--- config.mk ---
export PLATFORM = sky130hd
export DESIGN_NAME = sdb_fifo
export DESIGN_NICKNAME = d
export VERILOG_FILES = /design/src/sv/sdb_pkg.sv /design/src/sv/sdb_fifo.sv
export SDC_FILE = /design/constraint.sdc
export NUM_CORES = 1
export LEC_CHECK = 0
export ABC_AREA = 1
export BUFFER_PORTS_ARGS = -buffer_cell sky130_fd_sc_hd__clkbuf_2
export CAP_MARGIN = 20
export CORE_AREA = 2 2 73 75
export DETAILED_ROUTE_END_ITERATION = 7
export DIE_AREA = 0 0 75 77
export SYNTH_ARGS = -nofsm -noshare
export SYNTH_HDL_FRONTEND = slang
export SYNTH_SLANG_ARGS = --single-unit
--- constraint.sdc ---
create_clock -name aclk -period 2.5 [get_ports aclk]
set_input_delay 0.25 -clock aclk [delete_from_list [all_inputs] [get_ports aclk]]
set_output_delay 0.25 -clock aclk [all_outputs]
set_load 0.03 [all_outputs]
--- src/sv/sdb_pkg.sv ---
// Shared types, constants and width helpers of the back-projection unit.
// No dependencies; imported by the queue, front, back, top level and testbench.
`default_nettype none

package sdb_pkg;

    localparam int PIX_FRAC_BITS  = 4;
    localparam int BASE_FRAC_BITS = 16;
    localparam int COORD_W        = 16;
    localparam int DISP_W         = 16;
    localparam int FOCAL_W        = 16;
    localparam int BASE_W         = 18;
    localparam int MAP_W          = 13;
    localparam int LIMIT_W        = 11;
    localparam int POINT_W        = 32;
    localparam int MAG_W          = 16;
    localparam int PROD_W         = POINT_W + MAG_W;
    localparam int LAT_NUM_W      = PROD_W + 2;
    localparam int LAT_DEN_W      = FOCAL_W + 1;
    localparam int RAW_NUM_W      = FOCAL_W + 1 + BASE_W;
    localparam int RAW_DEN_W      = DISP_W + 2;
    localparam int QUEUE_DEPTH    = 4;
    localparam int QUEUE_PTR_W    = 2;

    localparam logic [POINT_W-1:0] S32_MAX = {1'b0, {(POINT_W-1){1'b1}}};
    localparam logic [POINT_W-1:0] S32_MIN = {1'b1, {(POINT_W-1){1'b0}}};

    typedef enum logic [2:0] {
        REG_FOCAL_X     = 3'd0,
        REG_FOCAL_Y     = 3'd1,
        REG_CENTER_X    = 3'd2,
        REG_CENTER_Y    = 3'd3,
        REG_BASELINE    = 3'd4,
        REG_MAP_WIDTH   = 3'd5,
        REG_MAP_HEIGHT  = 3'd6,
        REG_RANGE_LIMIT = 3'd7
    } reg_idx_t;

    // Classification of one keypoint, handed from front to back
    typedef struct packed {
        logic oob;
        logic zinf;
        logic dzero;
        logic zneg;
        logic dxneg;
        logic dyneg;
    } sdb_flags_t;

    function automatic int frac_shift(input int depth_fb, input int disp_fb);
        return depth_fb + disp_fb - PIX_FRAC_BITS - BASE_FRAC_BITS;
    endfunction

    function automatic int num_shl(input int depth_fb, input int disp_fb);
        int sh;
        sh = frac_shift(depth_fb, disp_fb);
        return (sh > 0) ? sh : 0;
    endfunction

    function automatic int den_shr(input int depth_fb, input int disp_fb);
        int sh;
        sh = frac_shift(depth_fb, disp_fb);
        return (sh < 0) ? -sh : 0;
    endfunction

    // Width of (2*num + den), the rounded-division dividend
    function automatic int divn_w(input int depth_fb, input int disp_fb);
        return RAW_NUM_W + num_shl(depth_fb, disp_fb) + 2;
    endfunction

    // Width of 2*den, the rounded-division divisor
    function automatic int divd_w(input int depth_fb, input int disp_fb);
        return RAW_DEN_W + den_shr(depth_fb, disp_fb) + 1;
    endfunction

endpackage

`default_nettype wire

--- src/sv/sdb_fifo.sv ---
// Short queue between the classifying front and the arithmetic back.
// Uses sdb_pkg for its depth.
`default_nettype none

module sdb_fifo #(
    parameter int W = 8
) (
    input  wire logic         aclk,
    input  wire logic         aresetn,
    input  wire logic         push,
    input  wire logic [W-1:0] push_data,
    input  wire logic         pop,
    output logic              full,
    output logic              not_empty,
    output logic [W-1:0]      head
);
    import sdb_pkg::*;

    logic [W-1:0]           entry_reg [QUEUE_DEPTH];
    logic [QUEUE_PTR_W-1:0] wr_ptr_reg, rd_ptr_reg;
    logic [QUEUE_PTR_W:0]   count_reg;

    assign full      = (count_reg == (QUEUE_PTR_W+1)'(QUEUE_DEPTH));
    assign not_empty = (count_reg != '0);
    assign head      = entry_reg[rd_ptr_reg];

    // advance pointers and fill level
    always_ff @(posedge aclk) begin
        if (!aresetn) begin
            wr_ptr_reg <= '0;
            rd_ptr_reg <= '0;
            count_reg  <= '0;
        end else begin
            if (push) wr_ptr_reg <= wr_ptr_reg + 1'b1;
            if (pop)  rd_ptr_reg <= rd_ptr_reg + 1'b1;
            if (push && !pop)      count_reg <= count_reg + 1'b1;
            else if (pop && !push) count_reg <= count_reg - 1'b1;
        end
    end

    // store entry
    always_ff @(posedge aclk) begin
        if (push) entry_reg[wr_ptr_reg] <= push_data;
    end

endmodule

`default_nettype wire

* Yosys cells after proc, flatten, opt, wreduce, memory -nomap -nowiden *
Memory sizes are Yosys's and may differ from the RTL's. A register that Yosys moved wholly into a read port is not among the register bits.
Cells that the tools add are included.
Widths: inputs -> output; s select.

word-level totals
  bits of input ports = 12
  output and inout bits = 10
  latch bits = 0
  memories kept = 1
  word-level logic and storage cells = 21
  bits in registers = 7
  memory bits (writable) = 32
  ROM bits = 0

cells by class
  eq/ne operators = 1
  divide/modulo/power cells = 0
  shifts and indexed selects = 0
  reduce and logical (&&, ||, !) cells = 6
  bitwise gates (word level) = 0
  add/sub/neg operators = 4
  order comparisons = 0
  $mul = 0
  muxes and demuxes = 6

memories
  memory     depth  bits a word  read ports  clocked after memory_dff  write ports  line            text
  entry_reg  4      8            1           1                         1            sdb_fifo.sv:19  logic [W-1:0] entry_reg [QUEUE_DEPTH];

operator list
  cell                 number
  $mux 3               2
  $add 2x1->2 const B  2
  $mux 2               2
  $add 3x1->3 const B  1
  $eq 3x3->1 const B   1
  $reduce_bool 3->1    1
  $sub 3x1->3 const B  1
  $logic_and 1x1->1    2
  $logic_not 1->1      2
  $mux 1               2
  $reduce_bool 2->1    1

* Depth between registers and ports, before layout *
  depth in word-level cells = 4
  mapped depth = 10
  depth with buffers taken out = 10

* Worst setup path before layout *
OpenSTA, ideal clock, no wires.

  kind = register to output
  start point = reg (tool-made name)
  end point = out head[0]
  data required time = 2250 ps
  arrival = 1137 ps
  stages on the path, launching flop included = 5
  buffers on the path = 1
  path slack = 1113 ps
  cell sequence = dfxtp_1 -> inv_2 -> buf_6 -> nor2_1 -> o22ai_1

RTL lines
  item           line            text
  end, declared  sdb_fifo.sv:15  output logic [W-1:0] head

==> impl_metrics.py <==
metrics = {
    "detailed_routing": {
        "routedWlPerCell_um": 11.9,
        "via_per_inst": 4.33,
        "ant_nets": 0,
        "firstDrtPassIters": 4,
        "wl_um": 2770,
        "vias": 1005,
        "drc": 0,
        "initialDrtViolationCount": 38,
    },
    "final_layout": {
        "drive_gt1_frac": 0.216,
        "largest_register_ffs": 32,
        "syn_to_final_growth_pct": 17.7,
        "fill_cells": 500,
        "antennaDiodeCount": 0,
        "fin_cells": 232,
        "layout.nets": 179,
    },
    "power": {
        "peakVddDrop_uv": 381,
        "power.leakage_uw": 0.000766,
        "power_density_nw_per_um2": 790,
    },
    "clock_tree": {
        "cts.path.max_buffers": 2,
        "cts_root_buffer": "clkbuf_8",
        "htreeDepth": 2,
        "post-cts-setup-buffer-count": 0,
        "cts_hold_buf": 0,
        "clock_latency_ns": 0.28,
        "cts_buffers": 5,
        "clkTransAtPathRegs_ns": 0.08,
        "cts_tree": "done",
        "cts_resized": 0,
        "cts_sinks": 41,
    },
    "job": {
        "timing.max_cap.violations": 0,
    },
    "die": {
        "dieHeight_um": 77,
        "num_rows": 26,
        "die-area_um2": 5780,
        "die_w_um": 75,
        "io_pins": 22,
        "core_um2": 4980,
        "start_util": 0.330,
    },
    "placement": {
        "dp.cells": 224,
        "gp_congestion": 0.723,
        "dp_worst_setup_slack_ns": 0.837,
        "dp_hpwl_um": 1950,
        "portBuffers": 21,
    },
    "worst_hold_path": {
        "hold_path_class": "in -> reg",
    },
    "global_routing": {
        "grt.total_usage": 0.104,
        "grt_pass1_wl_um": 4400,
        "grt_pass1_vias": 950,
        "grt_max_degree": 18,
        "grt_overflow": 0,
        "antenna_found_initial": 0,
    },
    "critical_path": {
        "critical_path.cell_chain": "inv_2 -> o21ai_0 -> o22ai_1 -> clkbuf_2",
        "cp_slowest_cell": "dfxtp_1",
        "endpoint_kind": "output port",
        "arrival_ns": 1.72,
        "crit_path_start_kind": "flop",
        "critPathKind": "reg -> out",
        "cpPeakStageDelay_ns": 0.64,
        "required_ns": 2.25,
        "path_max_fanout": 17,
    },
    "synth": {
        "yosys.area.top_type_share": 0.585,
        "synth_flop_cell": "edfxtp_1",
        "ys_warn_count": 0,
        "ys_seq_elements": 41,
        "syn_nets": 153,
        "syn_avg_cell_area_um2": 12.2,
        "synth.most_common_cell": "edfxtp_1",
        "synth_edf_count": 32,
        "async_reset_ff_frac": 0,
        "synthTopCellsByCount": "edfxtp_1 (32), nor2_1 (19), o21ai_0 (18)",
        "syn_area_um2": 1640,
        "synth_cells": 135,
        "yosys-top-cells-area": "edfxtp_1 (59%), dfxtp_1 (11%), o21ai_0 (5.5%)",
        "yosysTopAreaCell": "edfxtp_1",
        "yosysSeqAreaShare": 0.695,
        "ys_types": 18,
    },
    "sta": {
        "hold_violations": 0,
        "fin_ws_ns": 0.530,
        "maxSlewHeadroom": 0.663,
        "worst_slew_pin_slew_ns": 0.505,
        "finalSetupViolations": 0,
        "max_clock_freq_ghz": 0.508,
        "min_period_ns": 1.97,
        "slew_violations": 0,
        "rsz0062_at_grt": "no",
        "skew_ns": 0.00479,
        "setup_tns_ns": 0,
        "fin_crit_sh": 0.788,
    },
    "outcome": {
        "status": "finished clean",
    },
}
[path summary, 6_finish.rpt]
| path | startpoint | cells after the start | endpoint | slack (ns) |
|---|---|---|---|---|
| hold reg to reg | rd_ptr_reg[1] | 1 | rd_ptr_reg[1] | 0.44 |
| setup / recovery | flop | 4 | head[3] | 0.53 |
| hold / removal | push_data[6] | 1 | entry_reg[1][6] | 0.18 |
| setup reg to reg | wr_ptr_reg[0] | 4 | entry_reg[0][7] | 1.25 |
[power by group]
group	total [uW]	switching (uW)	internal, uW
Combinational	184	129	55.5
Sequential	793	22.0	771
Clock	549	225	325
Total	1530	375	1150
[layout by cell type, fill, tap and decap left out, drive strengths merged]
| cell type | count |
|---|---|
| a21oi | 4 |
| bufinv | 1 |
| clkbuf | 27 |
| clkinvlp | 1 |
| dfxtp | 9 |
| edfxtp | 32 |
| fa | 1 |
| ha | 5 |
| inv | 17 |
| nand2 | 10 |
| nand3 | 1 |
| nand4 | 1 |
| nor2 | 22 |
| nor3 | 1 |
| o21ai | 22 |
| o22ai | 8 |
[layout make-up]
type,count,area [um^2],share of cell area
repair buffers,21,105,0.0544
well taps,70,87.6,0.0453
clock inverters,2,37.5,0.0194
inverters,17,63.8,0.0330
flip-flops and latches,41,1140,0.591
multi-input cells,75,414,0.214
clock buffers,6,82.6,0.0427
[stage by stage]
stage / power [uW] / hold slack (ns) / util / instance area (um^2)
floorplan: 937 / 0.349 / - / 1640
global placement: 991 / 0.434 / 0.364 / 1810
detailed placement: 995 / 0.433 / 0.364 / 1810
CTS: 1540 / 0.174 / 0.388 / 1930
global route: 1580 / 0.174 / 0.388 / 1930
finish: 1530 / 0.177 / 0.388 / 1930
[metal layers]
metal | share of wire | GRT usage
met1 | 0.48 | 0.128
met2 | 0.47 | 0.167
met3 | 0.049 | 0.0355
met4 | 0.0072 | 0.0375
met5 | 0 | 0
[kinds of logic after synthesis]
logic type,share of synthesized area
AOI/OAI and AO/OA,0.114
adders and majority gates,0.0503
DFF,0.695
and+or+nand+nor,0.0877
buffers and inverters,0.0526
[critical path, delay by kind of cell (launching register included)]
family	cells	cell delay, ns
compound gates	2	0.33
buf+inv	2	0.45
flops	1	0.64
Power figures use the tool's default switching activity.
