[src/sv/sdb_pkg.sv]
// Shared types, constants and width helpers of the back-projection unit.
// No dependencies; imported by the queue, front, back, top level and testbench.
`default_nettype none

package sdb_pkg;

    localparam int PIX_FRAC_BITS  = 4;
    localparam int BASE_FRAC_BITS = 16;
    localparam int COORD_W        = 16;
    localparam int DISP_W         = 16;
    localparam int FOCAL_W        = 16;
    localparam int BASE_W         = 18;
    localparam int MAP_W          = 13;
    localparam int LIMIT_W        = 11;
    localparam int POINT_W        = 32;
    localparam int MAG_W          = 16;
    localparam int PROD_W         = POINT_W + MAG_W;
    localparam int LAT_NUM_W      = PROD_W + 2;
    localparam int LAT_DEN_W      = FOCAL_W + 1;
    localparam int RAW_NUM_W      = FOCAL_W + 1 + BASE_W;
    localparam int RAW_DEN_W      = DISP_W + 2;
    localparam int QUEUE_DEPTH    = 4;
    localparam int QUEUE_PTR_W    = 2;

    localparam logic [POINT_W-1:0] S32_MAX = {1'b0, {(POINT_W-1){1'b1}}};
    localparam logic [POINT_W-1:0] S32_MIN = {1'b1, {(POINT_W-1){1'b0}}};

    typedef enum logic [2:0] {
        REG_FOCAL_X     = 3'd0,
        REG_FOCAL_Y     = 3'd1,
        REG_CENTER_X    = 3'd2,
        REG_CENTER_Y    = 3'd3,
        REG_BASELINE    = 3'd4,
        REG_MAP_WIDTH   = 3'd5,
        REG_MAP_HEIGHT  = 3'd6,
        REG_RANGE_LIMIT = 3'd7
    } reg_idx_t;

    // Classification of one keypoint, handed from front to back
    typedef struct packed {
        logic oob;
        logic zinf;
        logic dzero;
        logic zneg;
        logic dxneg;
        logic dyneg;
    } sdb_flags_t;

    function automatic int frac_shift(input int depth_fb, input int disp_fb);
        return depth_fb + disp_fb - PIX_FRAC_BITS - BASE_FRAC_BITS;
    endfunction

    function automatic int num_shl(input int depth_fb, input int disp_fb);
        int sh;
        sh = frac_shift(depth_fb, disp_fb);
        return (sh > 0) ? sh : 0;
    endfunction

    function automatic int den_shr(input int depth_fb, input int disp_fb);
        int sh;
        sh = frac_shift(depth_fb, disp_fb);
        return (sh < 0) ? -sh : 0;
    endfunction

    // Width of (2*num + den), the rounded-division dividend
    function automatic int divn_w(input int depth_fb, input int disp_fb);
        return RAW_NUM_W + num_shl(depth_fb, disp_fb) + 2;
    endfunction

    // Width of 2*den, the rounded-division divisor
    function automatic int divd_w(input int depth_fb, input int disp_fb);
        return RAW_DEN_W + den_shr(depth_fb, disp_fb) + 1;
    endfunction

endpackage

`default_nettype wire

[src/sv/sdb_front.sv]
// Front end: bounds check, disparity repair, depth dividend/divisor setup and principal-point offsets.
// Uses sdb_pkg; purely combinational, feeds the queue.
`default_nettype none

module sdb_front #(
    parameter int DISP_FRAC_BITS  = 4,
    parameter int DEPTH_FRAC_BITS = 16
) (
    input  wire logic signed [15:0] coord_x,
    input  wire logic signed [15:0] coord_y,
    input  wire logic signed [15:0] disp_center,
    input  wire logic signed [15:0] disp_left,
    input  wire logic signed [15:0] disp_up,
    input  wire logic signed [15:0] disp_right,
    input  wire logic signed [15:0] disp_down,
    input  wire logic [15:0]        focal_x,
    input  wire logic [15:0]        focal_y,
    input  wire logic [15:0]        center_x,
    input  wire logic [15:0]        center_y,
    input  wire logic [17:0]        baseline,
    input  wire logic [12:0]        map_width,
    input  wire logic [12:0]        map_height,
    input  wire logic [10:0]        range_limit,
    output sdb_pkg::sdb_flags_t     flags,
    output logic [sdb_pkg::divn_w(DEPTH_FRAC_BITS, DISP_FRAC_BITS)-1:0] div_num,
    output logic [sdb_pkg::divd_w(DEPTH_FRAC_BITS, DISP_FRAC_BITS)-1:0] div_den,
    output logic [15:0]             dx_mag,
    output logic [15:0]             dy_mag
);
    import sdb_pkg::*;

    localparam int SHL    = num_shl(DEPTH_FRAC_BITS, DISP_FRAC_BITS);
    localparam int SHR    = den_shr(DEPTH_FRAC_BITS, DISP_FRAC_BITS);
    localparam int NUM_W  = RAW_NUM_W + SHL;
    localparam int DEN_W  = RAW_DEN_W + SHR;
    localparam int DIVN_W = divn_w(DEPTH_FRAC_BITS, DISP_FRAC_BITS);
    localparam int CMP_W  = (LIMIT_W + 1 + DISP_FRAC_BITS > DISP_W + 1) ?
                            LIMIT_W + 1 + DISP_FRAC_BITS : DISP_W + 1;
    localparam logic signed [17:0] PIX_ONE = 18'sd1 <<< PIX_FRAC_BITS;

    logic signed [17:0]      cx_e, cy_e, wlim_e, hlim_e, dx, dy, nsum;
    logic signed [CMP_W-1:0] dc_e, lim_e;
    logic                    has_l, has_u, has_r, has_d, bad;
    logic signed [15:0]      disp_sel;
    logic                    disp_neg;
    logic [16:0]             disp_mag;
    logic [16:0]             focal_sum;
    logic [RAW_NUM_W-1:0]    num_raw;
    logic [NUM_W-1:0]        num_sh;
    logic [DEN_W-1:0]        den_sh;

    always_comb begin
        cx_e   = {{2{coord_x[15]}}, coord_x};
        cy_e   = {{2{coord_y[15]}}, coord_y};
        wlim_e = 18'({map_width, {PIX_FRAC_BITS{1'b0}}});
        hlim_e = 18'({map_height, {PIX_FRAC_BITS{1'b0}}});

        // neighbour availability
        has_l = (cx_e >= PIX_ONE);
        has_u = (cy_e >= PIX_ONE);
        has_r = ((cx_e + PIX_ONE) < wlim_e);
        has_d = ((cy_e + PIX_ONE) < hlim_e);

        // replace a bad centre disparity by a quarter of the available neighbours' sum
        dc_e  = CMP_W'(disp_center);
        lim_e = signed'(CMP_W'(range_limit) << DISP_FRAC_BITS);
        bad   = (dc_e <= 0) || (dc_e > lim_e);
        nsum  = '0;
        if (has_l) nsum = nsum + {{2{disp_left[15]}}, disp_left};
        if (has_u) nsum = nsum + {{2{disp_up[15]}}, disp_up};
        if (has_r) nsum = nsum + {{2{disp_right[15]}}, disp_right};
        if (has_d) nsum = nsum + {{2{disp_down[15]}}, disp_down};
        disp_sel = bad ? nsum[17:2] : disp_center;
        disp_neg = disp_sel[15];
        disp_mag = disp_neg ? 17'(-{disp_sel[15], disp_sel}) : {1'b0, disp_sel};

        // depth = (fx+fy)*baseline / (2*disp), rounded: (2n+d)/(2d)
        focal_sum = {1'b0, focal_x} + {1'b0, focal_y};
        num_raw   = RAW_NUM_W'(focal_sum) * RAW_NUM_W'(baseline);
        num_sh    = NUM_W'(num_raw) << SHL;
        den_sh    = DEN_W'({disp_mag, 1'b0}) << SHR;
        div_num   = DIVN_W'({num_sh, 1'b0}) + DIVN_W'(den_sh);
        div_den   = {den_sh, 1'b0};

        // offsets from the principal point
        dx     = cx_e - signed'({2'b00, center_x});
        dy     = cy_e - signed'({2'b00, center_y});
        dx_mag = dx[17] ? 16'(-dx) : dx[15:0];
        dy_mag = dy[17] ? 16'(-dy) : dy[15:0];

        flags.oob   = cx_e[17] || (cx_e >= wlim_e) || cy_e[17] || (cy_e >= hlim_e);
        flags.dzero = (disp_mag == '0);
        flags.zinf  = flags.dzero && (num_raw != '0);
        flags.zneg  = disp_neg;
        flags.dxneg = dx[17];
        flags.dyneg = dy[17];
    end

endmodule

`default_nettype wire

[config.mk]
export PLATFORM = sky130hd
export DESIGN_NAME = sdb_front
export DESIGN_NICKNAME = d
export VERILOG_FILES = /design/src/sv/sdb_pkg.sv /design/src/sv/sdb_front.sv
export SDC_FILE = /design/constraint.sdc
export NUM_CORES = 1
export LEC_CHECK = 0
export ABC_AREA = 1
export BUFFER_PORTS_ARGS = -buffer_cell sky130_fd_sc_hd__buf_2
export CAP_MARGIN = 30
export CORE_MARGIN = 2
export CORE_UTILIZATION = 45
export DETAILED_ROUTE_END_ITERATION = 7
export PLACE_DENSITY = 0.66
export RECOVER_POWER = 25
export SLEW_MARGIN = 20
export SYNTH_ARGS = -nofsm -noshare
export SYNTH_HDL_FRONTEND = slang
export SYNTH_SLANG_ARGS = --single-unit
[constraint.sdc]
create_clock -name vclk -period 19.4
set_input_delay 3.88 -clock vclk [all_inputs]
set_output_delay 3.88 -clock vclk [all_outputs]
set_load 0.005 [all_outputs]
Word-level counts from Yosys, hierarchy flattened
Cells that the tools add are included.
{"block": "totals", "in_bits": 231, "register_bits": 0, "word_cells": 36}
{"block": "op_classes", "n_reduce_logical": 7, "mux": 8, "magnitude_cmp": 8, "mul": 1, "n_addsub": 12}
{"cell": "$mux 18", "count": 4}
{"cell": "$add 18x18->18", "count": 3}
{"cell": "$mux 16", "count": 3}
{"cell": "$add 36x18->37", "count": 1}
{"cell": "$ge 16x18->1", "count": 2}
{"cell": "$lt 17x18->1", "count": 2}
{"cell": "$sub 16x17->18", "count": 2}
{"cell": "$mul 17x18->35", "count": 1}
{"cell": "$reduce_bool 35->1", "count": 1}
{"cell": "$add 16x6->17 const B", "count": 2}
{"cell": "$ge 16x6->1 const B", "count": 2}
{"cell": "$neg 16->16", "count": 2}
{"cell": "$add 16x16->17", "count": 1}
{"cell": "$logic_not 17->1", "count": 1}
{"cell": "$mux 17", "count": 1}
{"cell": "$neg 17->17", "count": 1}
{"cell": "$gt 16x16->1", "count": 1}
{"cell": "$le 16x1->1 const B", "count": 1}
{"cell": "$logic_or 1x1->1", "count": 4}
{"cell": "$logic_and 1x1->1", "count": 1}

Logic depth before layout (Yosys ltp)
Gate-level depths: netlist (run 1).
{"block": "logic_depth", "word_depth": 13, "ltp_mapped": 67, "ltp_nobuf": 64}

Least setup slack after synthesis (run 1)
No wires, ideal clock.
{"block": "synth_timing", "path_kind": "input-to-output", "from": "input port focal_x[0]", "to": "output port div_num[34] (netlist bit)", "arrival_ns": 11.943, "slack_ns": 3.577, "required_time_ns": 15.520, "cell_stages": 56, "path_cell_list": "ha_1 -> fa_1 -> a21oi_1 -> o21ai_1 -> nand2_1 -> nand2_1 -> nand2_1 -> nand2_1 -> nand2_1 -> nand2_1 -> a21oi_1 -> or2_1 -> nand2_1 -> a21oi_1 -> or2_1 -> nand2_1 -> a21oi_1 -> or2_1 -> (+20 left out) -> nand2_2 -> inv_2 -> o21ai_1 -> a21o_1 -> nand2_2 -> nand2_2 -> inv_2 -> o21ai_0 -> xor2_1 -> inv_1 -> nand2_4 -> nor3_4 -> nand2_1 -> nor3_1 -> nand2_1 -> nand2_1 -> nand2_1 -> inv_1"}
{"block": "synth_between", "elab_chain_len": 3}
{"item": "start, declared", "line": "sdb_front.sv:16", "text": "input wire logic [15:0] focal_x,"}
{"item": "$add 16x16->17", "line": "sdb_front.sv:78", "text": "focal_sum = {1'b0, focal_x} + {1'b0, focal_y};"}
{"item": "$mul 17x18->35", "line": "sdb_front.sv:79", "text": "num_raw = RAW_NUM_W'(focal_sum) * RAW_NUM_W'(baseline);"}
{"item": "$add 36x18->37", "line": "sdb_front.sv:82", "text": "div_num = DIVN_W'({num_sh, 1'b0}) + DIVN_W'(den_sh);"}
{"item": "end, declared", "line": "sdb_front.sv:25", "text": "output logic [sdb_pkg::divn_w(DEPTH_FRAC_BITS, DISP_FRAC_BITS)-1:0] div_num,"}
Every way passes these cells.

Worst setup path after layout (run 1)
{"block": "layout_timing", "from": "input port focal_x[0]", "to": "output port div_num[29] (netlist bit)"}
The elaborated chain is that of the path after synthesis.

==> reports/summary.txt, run 1 <==
Status: complete, no violations
Max-cap viol count: 0
Layout cell share with drive strength beyond 1: 13.3%
Ys Warns: 0
Yosys top cell by area: fa_1
Synth area leaders: fa_1 (24%), ha_1 (18%), inv_1 (13%), nand2_1 (12%), xor2_1 (5.0%)
Worst Hold Path EP: flags[5]
Wirelength per Cell: 14.6 µm
Initial core utilization: 45.8%
Worst Tran Pin Value: 0.796 ns
Post-synth top cells: inv_1 (716), nand2_1 (651), ha_1 (294)
Post-CTS Resized: 0
HP Class: input port to output port
Startpoint Class: input port
TNS Setup: 0 ns
Max Freq: 0.0565 GHz
Cts hold-fix bufs: 0
Period utilisation layout: 91.3%
Vias: 19500
Initial antenna violation count: 3
Wire length after detailed routing: 57100 µm
HPWL Detailed: 49800 µm
Synth unique cells: 60
Vias in the first global route: 19200
Final hold vios: 0
Worst path slowest cell: nor4_1
Kind of critical path: input port to output port
FF+latch count: 0
CP arrival: 13.83 ns
CP peak stage delay: 0.64 ns
CP endpoint kind: output port
Avg Inst Size Synth: 6.69 µm²
DIE WIDTH: 216 µm
CP Max Fanout: 16
Post-CTS setup buffer count: 0
Worst path top cell family by delay: adder cells
Synthesized area: 20300 µm²
Row count: 77
Post-Place Cells: 3898
CP bufs+invs: 7
IO Pins: 325
Final ANT Viol Nets: 0
Setup-failing EPs final: 0
Most used cell, CP: nand2_1
GRT Total Usage: 24.5%
Max-slew violation count: 0
Final hold slack: 8.14 ns
Initial DRC count: 1129
DR pass1 iterations: 5
Area of the die: 46800 µm²
Post-synth top area share: 24.2%
First-pass GRT wire length: 94200 µm
Syn Inst Count: 3034
GRT Residual Overflow: 0
Die H: 216 µm
WP data required: 15.52 ns
Min-delay src: map_width[12]
Final #Nets: 4079
Max_slew headroom: 46.9%
Port bufs: 321
RSZ-0062 raised after global routing: no
Register area: 0 µm²
Fin cells: 3901
Final min period: 17.71 ns
Largest net degree at the start of global routing: 26
Min-Delay Path Depth: 3
DRC errors left: 0
P&R area growth vs syn: 10.4%
Global placer's final weighted congestion: 0.945
Clkbuf count: 0
Vias per inst: 5.00
Core Region: 44300 µm²
Post-synthesis sequential area ratio: 0%
Count leader, synth: inv_1
per-stage QoR:
stage          area [µm²]  util, %  setup WS [ns]
2_1_floorplan       20300        -           3.58
3_3_place_gp        22400     50.5           1.75
3_5_place_dp        22400     50.6           1.81
4_1_cts             22400     50.6           1.76
5_1_grt             22400     50.5          0.924
6_report            22400     50.5           1.69
tightest hold or removal path, stage by stage:
cell and delay, ns:
buf_2 0.09, o311ai_0 0.13, clkbuf_1 0.16
routing by layer:
metal	up-vias	global-route usage [%]	part of all wire, %
met2	603	42.5	47
met1	8925	32.0	43
met5	-	0	0
met4	0	6.21	3.1
met3	97	3.40	6.8
li1	9869	-	-
worst max path at each step:
stage                          start          end  slack, ns  cells past startpoint
after floorplan           focal_x[0]  div_num[34]       3.58                     56
after global placement    focal_x[0]  div_num[29]       1.75                     50
after detailed placement  focal_x[0]  div_num[29]       1.81                     50
after CTS                 focal_x[0]  div_num[29]       1.76                     50
after global routing      focal_x[0]  div_num[29]       0.92                     50
final                     focal_x[0]  div_num[29]       1.69                     50
final cells by class:
cell class                 count  area, µm²
multi-input combinational   2242      17200
timing repair buffer         327       1630
tap                          592        741
antenna                        2       5.00
inverter                     738       2780
fill                        4648      21900
cells in the final DEF (no fill, tap or decap), drive strengths merged, types with 19 or more instances in the layout:
cell type and instances:
a21oi 166, xnor2 38, ha 294, fa 245
inv 733, o21ai 94, nand3 144, xor2 117
o21bai 19, nand4 33, buf 310, nand2 699
nor3 43, nor2 249
logic make-up after synthesis:
| logic type | share of synthesized area (%) |
|---|---|
| AOI/OAI and AO/OA | 9.58 |
| adders and majority gates | 42.3 |
| xor gates and xnor gates | 6.77 |
| other | 0.0185 |
| muxes | 0.0493 |
| and+or+nand+nor | 26.2 |
| buffers and inverters | 15.1 |
Power of run 1 is not shown: default switching activity piles up to over one toggle a cycle in this logic, so the estimate is an artifact.
==> run 2, diff against run 1 <==
clock period = 17.3 ns   (was 19.4 ns; I/O delays follow)
==> run 2 against run 1 <==
  * First-iteration DRC count grew 3.7%
  * Hold slack lost 0.84 ns
  * Highest routed layer is now met5
  * Global-route usage is essentially flat
  * Non-clock buffer count grew 1
  * Cell area is essentially flat
  * Flip-flop and latch count is the same
  * Via count grew 0.43%
  * Sequential share of layout area is the same
  * Count of clock-buffer cells in the layout is the same
==> reports/summary.txt, run 2 (synthesis results as in run 1) <==
Final hold vios: 0 (unchanged)
Setup-failing EPs final: 0 (unchanged)
Max-cap viol count: 0 (unchanged)
Period utilisation layout: 93.8%
Worst Tran Pin Value: 0.834 ns (was 0.796 ns)
HPWL Detailed: 50300 µm (was 49800 µm)
Commonest non-fill, non-tap cells in the layout: inv_1 (715), nand2_1 (651), buf_2 (305), ha_1 (294), fa_1 (245) (was inv_1 (716), nand2_1 (651), buf_2 (306), ha_1 (294), fa_1 (245))
IO Pins: 325 (unchanged)
Status: complete, no violations (unchanged)
Max_slew headroom: 44.3% (was 46.9%)
Core Region: 44300 µm² (unchanged)
DRC errors left: 0 (unchanged)
Post-CTS setup buffer count: 0 (unchanged)
Max Freq: 0.0616 GHz
Area of the die: 46800 µm² (unchanged)
CP peak stage delay: 0.56 ns (was 0.64 ns)
First-pass GRT wire length: 94400 µm (was 94200 µm)
Commonest non-fill, non-tap cell in the layout: inv_1 (unchanged)
DR pass1 iterations: 5 (unchanged)
CP Max Fanout: 16 (unchanged)
Row count: 77 (unchanged)
Cts hold-fix bufs: 0 (unchanged)
DIE WIDTH: 216 µm (unchanged)
Startpoint Class: input port (unchanged)
Initial antenna violation count: 1 (was 3)
Layout cell share with drive strength beyond 1: 13.3% (about the same)
Die H: 216 µm (unchanged)
P&R area growth vs syn: 10.5% (was 10.4%)
Global placer's final weighted congestion: 0.962 (was 0.945)
GRT Residual Overflow: 0 (unchanged)
TNS Setup: 0 ns (unchanged)
FF+latch count: 0 (unchanged)
Initial core utilization: 45.8% (unchanged)
GRT Total Usage: 24.5% (about the same)
HP Class: input port to output port (unchanged)
Clkbuf count: 0 (unchanged)
Max-slew violation count: 0 (unchanged)
WP data required: 13.84 ns (was 15.52 ns)
CP endpoint kind: output port (unchanged)
Final min period: 16.23 ns
RSZ-0062 raised after global routing: no (unchanged)
Post-Place Cells: 3899 (was 3898)
Largest net degree at the start of global routing: 24 (was 26)
Vias per inst: 5.02 (was 5.00)
Fin cells: 3900 (was 3901)
Final ANT Viol Nets: 0 (unchanged)
Critical path origin: focal_x[2] (was focal_x[0])
Register area: 0 µm² (unchanged)
Post-CTS Resized: 0 (unchanged)
Wire length after detailed routing: 57400 µm (was 57100 µm)
Final #Nets: 4080 (was 4079)
Min-delay src: map_width[12] (unchanged)
Kind of critical path: input port to output port (unchanged)
Wirelength per Cell: 14.7 µm (was 14.6 µm)
Initial DRC count: 1171 (was 1129)
Ant diodes: 0 (was 2)
Most used cell, CP: nand2_1 (unchanged)
CP arrival: 12.77 ns (was 13.83 ns)
Port bufs: 321 (unchanged)
Vias: 19600 (was 19500)
Worst path slowest cell: fa_1 (was nor4_1)
Vias in the first global route: 19200 (about the same)
## run 2: cell count changes in the layout (fill, tap and decap cells not counted)
cell and change:
clkbuf_1 +2, diode_2 -2, nor4_1 -2, nor4_2 +2, buf_2 -1, buf_4 +1
clkbuf_2 -1, clkinvlp_4 +1, inv_1 -1
## run 2: layer usage
metal	global-route usage [%]	up-vias	wire, µm
met4	5.48	2	1480
met1	32.9	9056	25400
met2	41.9	558	26800
met3	3.27	89	3610
met5	0	-	13
li1	-	9872	-
## run 2: layout make-up
type                       instances  area (µm²)
fill                            4704       21900
tap                              592         741
inverter                         738        2780
timing repair buffer             328        1640
multi-input combinational       2242       17300
## run 2: metrics by stage
stage	hold slack, ns	cell area [µm²]	worst slack [ns]	util (%)
4_1_cts	7.30	22400	0.862	50.6
5_1_grt	7.31	22400	0.0842	50.6
3_3_place_gp	7.29	22400	0.893	50.5
2_1_floorplan	7.05	20300	2.32	-
6_report	7.30	22400	1.07	50.6
3_5_place_dp	7.31	22400	0.888	50.6
## run 2: worst paths after layout
check,endpoint,slack (ns),depth (start not counted)
hold / removal,flags[5],7.30,3
setup / recovery,div_num[29],1.07,48
## run 2: worst max-delay path: cells and delay by family
kind / cells / cell delay, ns
AND/OR/NAND/NOR: 19 / 2.75
XOR/XNOR: 1 / 0.19
buffers and inverters: 8 / 0.64
adder cells (fa/ha/maj): 8 / 3.75
AO/OA/AOI/OAI: 12 / 1.96
Power of run 2 is left out for the same reason.
==> run 3, diff against run 2 <==
clock period = 20.3 ns   (was 17.3 ns; I/O delays follow)
==> run 3 against run 2 <==
  * Via count fell by 1.1%
  * Critical path depth rose by 8
  * Final cell count hardly changed
  * Routed wire length shrank 1.4%
==> reports/summary.txt, run 3 (synthesis results as in run 1) <==
Status: complete, no violations (unchanged)
Initial antenna violation count: 2 (was 1)
DRC errors left: 0 (unchanged)
Post-CTS Resized: 0 (unchanged)
GRT Total Usage: 24.3% (was 24.5%)
Port bufs: 321 (unchanged)
CP peak stage delay: 0.61 ns (was 0.56 ns)
Worst Tran Pin Value: 0.925 ns (was 0.834 ns)
Period utilisation layout: 87.1%
Critical path origin: coord_x[4] (was focal_x[2])
First-pass GRT wire length: 93500 µm (was 94400 µm)
Initial core utilization: 45.8% (unchanged)
Die H: 216 µm (unchanged)
Multi-input logic area: 17200 µm² (was 17300 µm²)
HPWL Detailed: 49400 µm (was 50300 µm)
Wirelength per Cell: 14.5 µm (was 14.7 µm)
Row count: 77 (unchanged)
Core Region: 44300 µm² (unchanged)
RSZ-0062 raised after global routing: no (unchanged)
CP Max Fanout: 25 (was 16)
Cts hold-fix bufs: 0 (unchanged)
Final ANT Viol Nets: 0 (unchanged)
Final hold slack: 8.49 ns (was 7.30 ns)
Final hold vios: 0 (unchanged)
Max_slew headroom: 37.7% (was 44.3%)
Most used cell, CP: nand2_1 (unchanged)
DR pass1 iterations: 5 (unchanged)
HP Class: input port to output port (unchanged)
P&R area growth vs syn: 10.4% (was 10.5%)
WP data required: 16.24 ns (was 13.84 ns)
FF+latch count: 0 (unchanged)
Startpoint Class: input port (unchanged)
Max Freq: 0.0565 GHz
Final #Nets: 4080 (unchanged)
Vias per inst: 4.96 (was 5.02)
CP endpoint kind: output port (unchanged)
DIE WIDTH: 216 µm (unchanged)
Initial DRC count: 1029 (was 1171)
GRT Residual Overflow: 0 (unchanged)
TNS Setup: 0 ns (unchanged)
Worst path slowest cell: nand2_1 (was fa_1)
Register area: 0 µm² (unchanged)
Max-cap viol count: 0 (unchanged)
Crit path to: div_num[31] (was div_num[29])
Fin util: 50.6% (about the same)
Vias: 19400 (was 19600)
Wire length after detailed routing: 56500 µm (was 57400 µm)
IO Pins: 325 (unchanged)
Area of the die: 46800 µm² (unchanged)
FILL cells: 4663 (was 4704)
Vias in the first global route: 18800 (was 19200)
Setup-failing EPs final: 0 (unchanged)
Global placer's final weighted congestion: 0.913 (was 0.962)
Post-CTS setup buffer count: 0 (unchanged)
Largest net degree at the start of global routing: 26 (was 24)
Commonest non-fill, non-tap cell in the layout: inv_1 (unchanged)
Layout cell share with drive strength beyond 1: 13.3% (unchanged)
Min-delay src: map_width[12] (unchanged)
Final min period: 17.69 ns
Clkbuf count: 0 (unchanged)
Kind of critical path: input port to output port (unchanged)
Commonest non-fill, non-tap cells in the layout: inv_1 (716), nand2_1 (651), buf_2 (305), ha_1 (294), fa_1 (245) (was inv_1 (715), nand2_1 (651), buf_2 (305), ha_1 (294), fa_1 (245))
Max-slew violation count: 0 (unchanged)
CP arrival: 13.63 ns (was 12.77 ns)
## run 3: critical path: cells and delay by family
kind	cells	cell delay, ns
XOR/XNOR	2	0.37
adder cells (fa/ha/maj)	5	1.79
AND/OR/NAND/NOR	23	3.00
AO/OA/AOI/OAI	17	3.27
buffers and inverters	9	1.11
## run 3: metrics by stage
stage,setup slack (ns),std cells,instance area [µm²]
after floorplan,4.12,3038,20300
after global placement,2.91,3897,22400
after detailed placement,2.80,3899,22400
after CTS,2.78,3899,22400
after global routing,1.56,3901,22400
final,2.61,3901,22400
## run 3: worst min-delay path by stage
| stage | cells after the start | slack [ns] | endpoint |
|---|---|---|---|
| final | 3 | 8.49 | flags[5] |
| after global routing | 3 | 8.50 | flags[5] |
| after CTS | 3 | 8.48 | flags[5] |
| after detailed placement | 3 | 8.49 | flags[5] |
| after global placement | 3 | 8.48 | flags[5] |
| after floorplan | 1 | 8.25 | flags[5] |
## run 3: layer usage
metal / track usage [%] / wire length (µm) / share of wire, % / up-vias
met3: 2.92 / 3790 / 6.7 / 66
met5: 0 / 13 / 0.023 / -
met1: 32.7 / 24900 / 44 / 8887
met2: 42.4 / 26700 / 47 / 532
li1: - / - / - / 9866
met4: 4.04 / 1180 / 2.1 / 2
## run 3: layout make-up
type                       count  area share, %
inverter                     738           12.4
tap                          592           3.31
antenna                        1         0.0112
timing repair buffer         328           7.33
multi-input combinational   2242           77.0
Power of run 3 is left out for the same reason.
